`src/rtl/kurq_pkg.sv`:
```
// shared types and constants of the keyboard usart receive queues
`default_nettype none

package kurq_pkg;

    // input mode codes
    localparam logic [2:0] MODE_KEY    = 3'd0;
    localparam logic [2:0] MODE_REPLY  = 3'd1;
    localparam logic [2:0] MODE_TICK   = 3'd2;
    localparam logic [2:0] MODE_WDATA  = 3'd3;
    localparam logic [2:0] MODE_WCMD   = 3'd4;
    localparam logic [2:0] MODE_RDATA  = 3'd5;
    localparam logic [2:0] MODE_RSTAT  = 3'd6;

    localparam logic [7:0] DATA_RESET    = 8'hFF;
    localparam logic [7:0] STAT_READ_OR  = 8'h85;
    localparam logic [7:0] STAT_OVERRUN  = 8'h10;
    localparam logic [7:0] STAT_READY    = 8'h02;
    localparam logic [7:0] STAT_ERR_MASK = 8'h38;
    localparam logic [7:0] CMD_TX_EN     = 8'h01;
    localparam logic [7:0] CMD_KBD_RUN   = 8'h08;
    localparam logic [7:0] CMD_ERR_CLR   = 8'h10;
    localparam logic [7:0] REPLY_ACK     = 8'hFA;
    localparam logic [7:0] REPLY_RESEND  = 8'hFC;

    typedef enum logic [2:0] {
        OP_KEY,
        OP_REPLY,
        OP_TICK,
        OP_WDATA,
        OP_WCMD,
        OP_RDATA,
        OP_RSTAT,
        OP_NONE
    } t_op;

    typedef struct packed {
        logic [2:0] mode;
        logic [7:0] byte_value;
    } t_in;

    typedef struct packed {
        logic [7:0] read_value;
        logic       irq_level;
        logic       send_valid;
        logic [7:0] send_byte;
        logic       kbd_reset_pulse;
    } t_out;

    typedef struct packed {
        t_op        op;
        logic       flush;
        logic [7:0] value;
    } t_item;

endpackage

`default_nettype wire

```
`src/rtl/kurq_ram.sv`:
```
// generic single-write, single-read ram with registered read data
`default_nettype none

module kurq_ram #(
    parameter int WIDTH = 8,
    parameter int DEPTH = 8
) (
    input  wire logic                     i_clk,
    input  wire logic                     i_we,
    input  wire logic [$clog2(DEPTH)-1:0] i_waddr,
    input  wire logic [WIDTH-1:0]         i_wdata,
    input  wire logic [$clog2(DEPTH)-1:0] i_raddr,
    output      logic [WIDTH-1:0]         o_rdata
);

    logic [WIDTH-1:0] r_mem [DEPTH];

    always_ff @(posedge i_clk) begin
        if (i_we) begin
            r_mem[i_waddr] <= i_wdata;
        end
        o_rdata <= r_mem[i_raddr];
    end

endmodule

`default_nettype wire

```
`src/rtl/kurq_front.sv`:
```
// front end: accepts input items, decodes them and queues them for the back end
`default_nettype none

module kurq_front import kurq_pkg::*; (
    input  wire logic  i_clk,
    input  wire logic  i_rst_n,
    input  wire logic  i_in_valid,
    input  wire t_in   i_in_data,
    output      logic  o_in_stall,
    output      logic  o_item_valid,
    output      t_item o_item,
    input  wire logic  i_take
);

    t_item      r_q [2];
    logic       r_wp;
    logic       r_rp;
    logic [1:0] r_cnt;
    logic       w_push;
    t_item      w_dec;

    always_comb begin
        w_dec.value = i_in_data.byte_value;
        w_dec.flush = (i_in_data.byte_value == REPLY_ACK)
                   || (i_in_data.byte_value == REPLY_RESEND);
        unique case (i_in_data.mode)
            MODE_KEY:   w_dec.op = OP_KEY;
            MODE_REPLY: w_dec.op = OP_REPLY;
            MODE_TICK:  w_dec.op = OP_TICK;
            MODE_WDATA: w_dec.op = OP_WDATA;
            MODE_WCMD:  w_dec.op = OP_WCMD;
            MODE_RDATA: w_dec.op = OP_RDATA;
            MODE_RSTAT: w_dec.op = OP_RSTAT;
            default:    w_dec.op = OP_NONE;
        endcase
    end

    assign o_in_stall   = r_cnt[1];
    assign w_push       = i_in_valid && !o_in_stall;
    assign o_item_valid = r_cnt != 2'd0;
    assign o_item       = r_q[r_rp];

    always_ff @(posedge i_clk) begin
        if (w_push) begin
            r_q[r_wp] <= w_dec;
        end
        if (!i_rst_n) begin
            r_wp  <= 1'b0;
            r_rp  <= 1'b0;
            r_cnt <= 2'd0;
        end else begin
            if (w_push) begin
                r_wp <= !r_wp;
            end
            if (i_take) begin
                r_rp <= !r_rp;
            end
            r_cnt <= r_cnt + {1'b0, w_push} - {1'b0, i_take};
        end
    end

endmodule

`default_nettype wire

```
`src/rtl/kurq_back.sv`:
```
// back end: usart state, reply and key fifos, result register
`default_nettype none

module kurq_back import kurq_pkg::*; #(
    parameter int REPLY_DEPTH = 8,
    parameter int KEY_DEPTH   = 128
) (
    input  wire logic  i_clk,
    input  wire logic  i_rst_n,
    input  wire logic  i_item_valid,
    input  wire t_item i_item,
    output      logic  o_take,
    output      logic  o_out_valid,
    output      t_out  o_out_data,
    input  wire logic  i_out_stall
);

    localparam int RA  = $clog2(REPLY_DEPTH);
    localparam int KA  = $clog2(KEY_DEPTH);
    localparam int RCW = RA + 1;
    localparam int KCW = KA + 1;
    localparam logic [RCW-1:0] REPLY_FULL = RCW'(REPLY_DEPTH);
    localparam logic [KCW-1:0] KEY_FULL   = KCW'(KEY_DEPTH);

    typedef enum logic [1:0] {
        ST_EXEC = 2'b01,
        ST_FILL = 2'b10
    } t_state;

    t_state         r_state, n_state;
    logic [7:0]     r_data_hold, n_data_hold;
    logic [7:0]     r_status, n_status;
    logic [7:0]     r_cmd, n_cmd;
    logic           r_irq, n_irq;
    logic [RA-1:0]  r_reply_head, n_reply_head;
    logic [RCW-1:0] r_reply_count, n_reply_count;
    logic [KA-1:0]  r_key_head, n_key_head;
    logic [KCW-1:0] r_key_count, n_key_count;
    logic           r_from_reply, n_from_reply;
    logic           r_out_valid, n_out_valid;
    t_out           r_out, n_out;

    logic           w_out_free;
    logic           w_reply_we, w_key_we;
    logic [RA-1:0]  w_reply_waddr;
    logic [KA-1:0]  w_key_waddr;
    logic [7:0]     w_reply_rdata, w_key_rdata;
    logic [RCW-1:0] w_reply_eff;
    logic [RCW-1:0] w_reply_tail;
    logic [KCW-1:0] w_key_tail;
    logic [RCW-1:0] w_reply_next;
    logic [KCW-1:0] w_key_next;

    kurq_ram #(.WIDTH(8), .DEPTH(REPLY_DEPTH)) u_reply_ram (
        .i_clk   (i_clk),
        .i_we    (w_reply_we),
        .i_waddr (w_reply_waddr),
        .i_wdata (i_item.value),
        .i_raddr (r_reply_head),
        .o_rdata (w_reply_rdata)
    );

    kurq_ram #(.WIDTH(8), .DEPTH(KEY_DEPTH)) u_key_ram (
        .i_clk   (i_clk),
        .i_we    (w_key_we),
        .i_waddr (w_key_waddr),
        .i_wdata (i_item.value),
        .i_raddr (r_key_head),
        .o_rdata (w_key_rdata)
    );

    assign w_out_free = !r_out_valid || !i_out_stall;
    assign o_take     = (r_state == ST_EXEC) && i_item_valid && w_out_free;
    assign o_out_valid = r_out_valid;
    assign o_out_data  = r_out;

    // tail positions, wrapped for any depth
    assign w_reply_eff  = i_item.flush ? '0 : r_reply_count;
    assign w_reply_tail = {1'b0, r_reply_head} + w_reply_eff;
    assign w_key_tail   = {1'b0, r_key_head} + r_key_count;
    assign w_reply_next = {1'b0, r_reply_head} + RCW'(1);
    assign w_key_next   = {1'b0, r_key_head} + KCW'(1);

    always_comb begin
        w_reply_waddr = (w_reply_tail >= REPLY_FULL) ? RA'(w_reply_tail - REPLY_FULL)
                                                     : w_reply_tail[RA-1:0];
        w_key_waddr   = (w_key_tail >= KEY_FULL) ? KA'(w_key_tail - KEY_FULL)
                                                 : w_key_tail[KA-1:0];
    end

    always_comb begin
        n_state       = r_state;
        n_data_hold   = r_data_hold;
        n_status      = r_status;
        n_cmd         = r_cmd;
        n_irq         = r_irq;
        n_reply_head  = r_reply_head;
        n_reply_count = r_reply_count;
        n_key_head    = r_key_head;
        n_key_count   = r_key_count;
        n_from_reply  = r_from_reply;
        n_out_valid   = r_out_valid && i_out_stall;
        n_out         = r_out;
        w_reply_we    = 1'b0;
        w_key_we      = 1'b0;

        unique case (r_state)
            ST_FILL: begin
                // ram read data for the head captured in the previous cycle
                n_data_hold = r_from_reply ? w_reply_rdata : w_key_rdata;
                n_state     = ST_EXEC;
            end
            ST_EXEC: begin
                if (o_take) begin
                    n_out       = '0;
                    n_out_valid = 1'b1;
                    unique case (i_item.op)
                        OP_KEY: begin
                            if (r_key_count < KEY_FULL) begin
                                w_key_we    = 1'b1;
                                n_key_count = r_key_count + KCW'(1);
                            end else begin
                                n_status = r_status | STAT_OVERRUN;
                            end
                        end
                        OP_REPLY: begin
                            n_reply_count = w_reply_eff;
                            if (w_reply_eff < REPLY_FULL) begin
                                w_reply_we    = 1'b1;
                                n_reply_count = w_reply_eff + RCW'(1);
                            end
                        end
                        OP_TICK: begin
                            if (r_reply_count != '0 || r_key_count != '0) begin
                                if ((r_status & STAT_READY) == 8'h00) begin
                                    n_status = r_status | STAT_READY;
                                    n_state  = ST_FILL;
                                    if (r_reply_count != '0) begin
                                        n_from_reply  = 1'b1;
                                        n_reply_count = r_reply_count - RCW'(1);
                                        n_reply_head  = (w_reply_next == REPLY_FULL)
                                                      ? '0 : w_reply_next[RA-1:0];
                                    end else begin
                                        n_from_reply = 1'b0;
                                        n_key_count  = r_key_count - KCW'(1);
                                        n_key_head   = (w_key_next == KEY_FULL)
                                                     ? '0 : w_key_next[KA-1:0];
                                    end
                                end
                                n_irq = 1'b1;
                            end
                        end
                        OP_WDATA: begin
                            if ((r_cmd & CMD_TX_EN) != 8'h00) begin
                                n_out.send_valid = 1'b1;
                                n_out.send_byte  = i_item.value;
                            end
                        end
                        OP_WCMD: begin
                            // falling edge of the keyboard run bit resets the queues
                            if ((i_item.value & CMD_KBD_RUN) == 8'h00
                                && (r_cmd & CMD_KBD_RUN) != 8'h00) begin
                                n_status              = 8'h00;
                                n_reply_count         = '0;
                                n_key_count           = '0;
                                n_out.kbd_reset_pulse = 1'b1;
                            end
                            if ((i_item.value & CMD_ERR_CLR) != 8'h00) begin
                                n_status = n_status & ~STAT_ERR_MASK;
                            end
                            n_cmd = i_item.value;
                        end
                        OP_RDATA: begin
                            n_status         = r_status & ~STAT_READY;
                            n_irq            = 1'b0;
                            n_out.read_value = r_data_hold;
                        end
                        OP_RSTAT: begin
                            n_out.read_value = r_status | STAT_READ_OR;
                        end
                        OP_NONE: begin
                        end
                    endcase
                    n_out.irq_level = n_irq;
                end
            end
            default: begin
                n_state = ST_EXEC;
            end
        endcase
    end

    always_ff @(posedge i_clk) begin
        r_out        <= n_out;
        r_from_reply <= n_from_reply;
        if (!i_rst_n) begin
            r_state       <= ST_EXEC;
            r_data_hold   <= DATA_RESET;
            r_status      <= 8'h00;
            r_cmd         <= 8'h00;
            r_irq         <= 1'b0;
            r_reply_head  <= '0;
            r_reply_count <= '0;
            r_key_head    <= '0;
            r_key_count   <= '0;
            r_out_valid   <= 1'b0;
        end else begin
            r_state       <= n_state;
            r_data_hold   <= n_data_hold;
            r_status      <= n_status;
            r_cmd         <= n_cmd;
            r_irq         <= n_irq;
            r_reply_head  <= n_reply_head;
            r_reply_count <= n_reply_count;
            r_key_head    <= n_key_head;
            r_key_count   <= n_key_count;
            r_out_valid   <= n_out_valid;
        end
    end

endmodule

`default_nettype wire

```
`src/rtl/keyboard_usart_receive_queues.sv`:
```
// an item's result is registered in the result register as the item is taken from the queue
// one item per cycle unless the result register stalls; a tick that moves a byte is followed
//   by a fill state, loading the data register from the registered read port of the fifo ram
// a two-entry queue sits between decode and execution; the result register frees on transfer
// reset: synchronous active-low i_rst_n empties both fifos and the queue, data register 0xff
`default_nettype none

module keyboard_usart_receive_queues import kurq_pkg::*; #(
    parameter int REPLY_DEPTH = 8,
    parameter int KEY_DEPTH   = 128
) (
    input  wire logic i_clk,
    input  wire logic i_rst_n,
    input  wire logic i_in_valid,
    input  wire t_in  i_in_data,
    output      logic o_in_stall,
    output      logic o_out_valid,
    output      t_out o_out_data,
    input  wire logic i_out_stall
);

    logic  w_item_valid;
    t_item w_item;
    logic  w_take;

    kurq_front u_front (
        .i_clk        (i_clk),
        .i_rst_n      (i_rst_n),
        .i_in_valid   (i_in_valid),
        .i_in_data    (i_in_data),
        .o_in_stall   (o_in_stall),
        .o_item_valid (w_item_valid),
        .o_item       (w_item),
        .i_take       (w_take)
    );

    kurq_back #(
        .REPLY_DEPTH (REPLY_DEPTH),
        .KEY_DEPTH   (KEY_DEPTH)
    ) u_back (
        .i_clk        (i_clk),
        .i_rst_n      (i_rst_n),
        .i_item_valid (w_item_valid),
        .i_item       (w_item),
        .o_take       (w_take),
        .o_out_valid  (o_out_valid),
        .o_out_data   (o_out_data),
        .i_out_stall  (i_out_stall)
    );

    a_take_needs_item: assert property (@(posedge i_clk) disable iff (!i_rst_n)
        w_take |-> w_item_valid)
        else $error("back end took from an empty queue");

    a_take_needs_room: assert property (@(posedge i_clk) disable iff (!i_rst_n)
        w_take |-> !(o_out_valid && i_out_stall))
        else $error("back end took an item while the result register is stalled");

    a_pulse_alone: assert property (@(posedge i_clk) disable iff (!i_rst_n)
        o_out_valid && o_out_data.kbd_reset_pulse
            |-> o_out_data.read_value == 8'h00 && !o_out_data.send_valid)
        else $error("keyboard reset pulse mixed with a read or send result");

endmodule

`default_nettype wire
```
`config.mk`:
```
export PLATFORM = sky130hd
export DESIGN_NAME = keyboard_usart_receive_queues
export DESIGN_NICKNAME = d
export VERILOG_FILES = /design/src/rtl/kurq_pkg.sv /design/src/rtl/kurq_ram.sv /design/src/rtl/kurq_front.sv /design/src/rtl/kurq_back.sv /design/src/rtl/keyboard_usart_receive_queues.sv
export SDC_FILE = /design/constraint.sdc
export NUM_CORES = 1
export LEC_CHECK = 0
export ABC_CLOCK_PERIOD_IN_PS = 7900
export BUFFER_PORTS_ARGS = -buffer_cell sky130_fd_sc_hd__buf_2
export CAP_MARGIN = 15
export CORE_MARGIN = 5
export CORE_UTILIZATION = 55
export DETAILED_ROUTE_END_ITERATION = 10
export GPL_ROUTABILITY_DRIVEN = 0
export GPL_TIMING_DRIVEN = 0
export PLACE_DENSITY_LB_ADDON = 0.15
export SYNTH_ARGS = -nofsm -noshare
export SYNTH_HDL_FRONTEND = slang
export SYNTH_SLANG_ARGS = --single-unit
export TNS_END_PERCENT = 10
```
`constraint.sdc`:
```
create_clock -name i_clk -period 7.9 [get_ports i_clk]
set_clock_uncertainty 0.05 [all_clocks]
set_input_delay 1.58 -clock i_clk [delete_from_list [all_inputs] [get_ports i_clk]]
set_output_delay 1.58 -clock i_clk [all_outputs]
set_load 0.03 [all_outputs]
```
==> impl_results.md <==
* Synth Area in XOR/XNOR at 0.00560
* Clock Path Buffers at 3
* Initial core utilization at 0.553
* Max VDD drop at 0.394 mV
* Syn_area_per_cell at approximately 19 sq um
* Port Buf Inserts at 32
* Setup TNS Final at 0 ns
* Post-CTS sizing at 0
* Power Total at about 15 mW
* Clk root buf: clkbuf_16
* Via count at 26200
* CP max-delay cell: a2111oi_0
* Yosys reg bits at between 1000 and 1500
* Worst-margin pin slew at between 1 and 1.5 ns
* Top cells by area, synth: edfxtp_1, mux4_2, mux2i_1
* Antenna-violating nets left at 0
* HPWL after DPL at 88.6 mm
* Final #Nets at 2680
* Outcome: finished, final reports clean
* CP dominant cell by count: buf_2
* RSZ-0062 raised after global routing: no
* EDFF count, synth at 1132
* Crit path DAT at roughly 5.4 ns
* Fin cells at 3878
* Final hold violations at 0
* Clk pin slew, worst setup/hold paths at 0.06 ns
* Worst-Skew Late Latency at approximately 0.70 ns
* Max Clock Freq at 203 MHz
* Final Cycle Share at 0.622
* Slew Viols, Final at 0
* Initial antenna violation count at 3
* Row cnt at around 110
* Mapped Area at 46900 sq um
* Largest stage delay on the critical path at 1.11 ns
* GRT Util Overall at 0.301
* Slew HR at 0.115
* Synth top area share at 0.725
* Clock power share at 0.359
* Placed insts at 3664
* Filler instances at 5915
* DR vias/cell at 6.77
* Comb power frac at 0.129
* CTS H-tree lvls at 3
* Worst hold path type: reg2reg
* Main combinational cell family by area after synthesis: multiplexers
* Gr ovfl total at 0
* CTS sink count at 1191
* Die Footprint at just over 90000 sq um
* Synth Area in Compound Gates at 0.0404
* Proportion of synthesized area in mux cells at 0.140
* Hold buffer count at CTS at 0
* Synth-to-Final Area Change at 12.2%
* Core ar. at 84900 sq um
* CP Cell Sequence: buf_4 > buf_2 > buf_2 > buf_2 > nor3_1 > a2111oi_0 > nor3_1 > o32a_1
* TritonCTS clock tree: built
* Max-cap violations at 0
* CP Data Required Time at 8.38 ns
* Yosys warns at 0
* Leak at 16.3 nW
* Synth unique cells at 70
* Iteration-0 DRC Markers at 3999
* Sw power at 3.77 mW
* Setup violators final at 0
* Count leader, synth: edfxtp_1
* Syn Nets at about 2500
* First-pass GRT wire length at 192 mm
* Setup crit start kind: register
* Synth Area in Simple Gates at 0.0406
* Die Wd at ~300 um
* Post-Synth Adder-Cell Area at 0.00688
* Post-CTS setup buffer count at 0
* Share of power burned in registers at 0.513
* Worst Setup Path Type: reg2reg
* TritonCTS Buffers at 114
* WL per Instance at 35.2 um
* Clock period minus worst slack at 4.92 ns
* # DRC at 0
* Vias in the first global route at roughly 26000
* Worst Setup End Kind: register
* Worst Path Max Fanout at 10
* Post-synthesis cell count at 2467
* Pint at 11.2 mW
* PD cells at 284 nW/um^2
* I/O pins at 36
* Area leader, netlist: edfxtp_1
* Total Wirelength at 137 mm
* Drt first pass iters at 6
* Synth async-reset ratio at 0
* Synth cell count leaders: edfxtp_1, mux4_2, nor2_1, mux2i_1
* Fraction of power spent switching nets at 0.252
* Share of cells above drive strength 1 at 0.192
* Die height at ~300 um
* Most used DFF post-synth: edfxtp_1
* Pin count of the biggest net entering global routing at 138
* Sequential fraction of the synthesis area at 0.750
[power groups by stage]
| stage | clock network (mW) | logic [mW] | registers [mW] |
|---|---|---|---|
| 2_1_floorplan | 0 | 0.988 | 7.91 |
| 3_3_place_gp | 0 | 1.72 | 7.89 |
| 3_5_place_dp | 0 | 1.91 | 7.80 |
| 4_1_cts | 5.40 | 1.90 | 7.67 |
| 5_1_grt | 5.68 | 2.02 | 7.67 |
| 6_report | 5.36 | 1.93 | 7.67 |
[cell usage in the layout (no fill, tap or decap), drive strengths merged, types with 40 or more instances in the layout]
cell type / instances
dfxtp: 59
mux4: 213
nand2: 60
mux2i: 155
edfxtp: 1132
nor2: 208
clkbuf: 205
a21oi: 40
clkinv: 47
buf: 131
[critical path: cells and delay by family (launching register included)]
| kind | cells | cell delay, ns |
|---|---|---|
| DFF | 1 | 0.58 |
| buffers and inverters | 4 | 2.13 |
| and+or+nand+nor | 2 | 0.51 |
| AOI/OAI and AO/OA | 2 | 1.47 |
[state kept, by name, summed over array words and instances (netlist names), named ones only]
signal,cells
u_back.r_key_count,8
u_back.r_cmd,2
u_back.r_data_hold,8
u_back.u_key_ram.o_rdata,8
u_back.u_reply_ram.r_mem,64
u_back.r_status,2
u_front.r_q,24
u_front.r_wp,1
u_back.o_out_valid,1
u_back.o_out_data,19
u_back.r_reply_head,3
u_back.u_reply_ram.o_rdata,8
u_front.r_rp,1
u_back.r_state,2
u_back.r_reply_count,4
u_back.u_key_ram.r_mem,1024
u_back.r_from_reply,1
u_front.r_cnt,2
u_back.r_key_head,7
u_back.r_irq,1
[per-layer routing]
| metal | wire (um) | track usage | vias up | share of wire |
|---|---|---|---|---|
| met4 | 7160 | 0.137 | 2 | 0.052 |
| li1 | - | - | 10400 | - |
| met1 | 49500 | 0.414 | 13600 | 0.36 |
| met5 | 11 | 0 | - | 0.000080 |
| met2 | 63000 | 0.461 | 1888 | 0.46 |
| met3 | 17000 | 0.0756 | 363 | 0.12 |
[per-stage QoR]
stage | cell area [sq um] | setup slack, ns | util | hold WS, ns
after global routing | 52600 | 3.11 | 0.620 | 0.465
final | 52700 | 2.98 | 0.620 | 0.436
after CTS | 52600 | 3.22 | 0.619 | 0.440
after global placement | 48500 | 2.62 | 0.572 | 0.420
after floorplan | 46900 | 4.19 | - | 0.397
after detailed placement | 48900 | 2.50 | 0.577 | 0.428
[final timing paths]
check,cells past startpoint,endpoint,slack [ns],start
hold reg to reg,2,u_back.r_data_hold[0]$_SDFFE_PN1N_,0.44,u_back.r_data_hold[0]$_SDFFE_PN1N_
setup reg to reg,8,u_back.u_key_ram.o_rdata[1]$_DFF_P_,2.98,u_back.r_key_head[1]$_SDFFE_PN0P_
hold / removal,2,u_back.r_data_hold[0]$_SDFFE_PN1N_,0.44,u_back.r_data_hold[0]$_SDFFE_PN1N_
setup / recovery,8,u_back.u_key_ram.o_rdata[1]$_DFF_P_,2.98,u_back.r_key_head[1]$_SDFFE_PN0P_
[cells by family (layout without fill, tap and decap cells)]
family,Yosys count,count (layout)
compound gates,263,263
mux,388,388
fa+ha+maj,24,24
xor+xnor,30,30
other cells,0,1
flops,1191,1191
simple gates,413,413
buf+inv,158,424
[area by class of cell]
class	count	area (sq um)	share of cell area
sequential	1191	35200	0.668
multi-input combinational	1118	11000	0.209
clock buffer	145	3010	0.0572
tap	1144	1430	0.0272
buffer	133	684	0.0130
clock inverter	63	633	0.0120
timing repair buffer	58	591	0.0112
inverter	25	100	0.00190
antenna	1	2.50	0.0000475
Note: power is estimated with default switching activity, not from simulation.
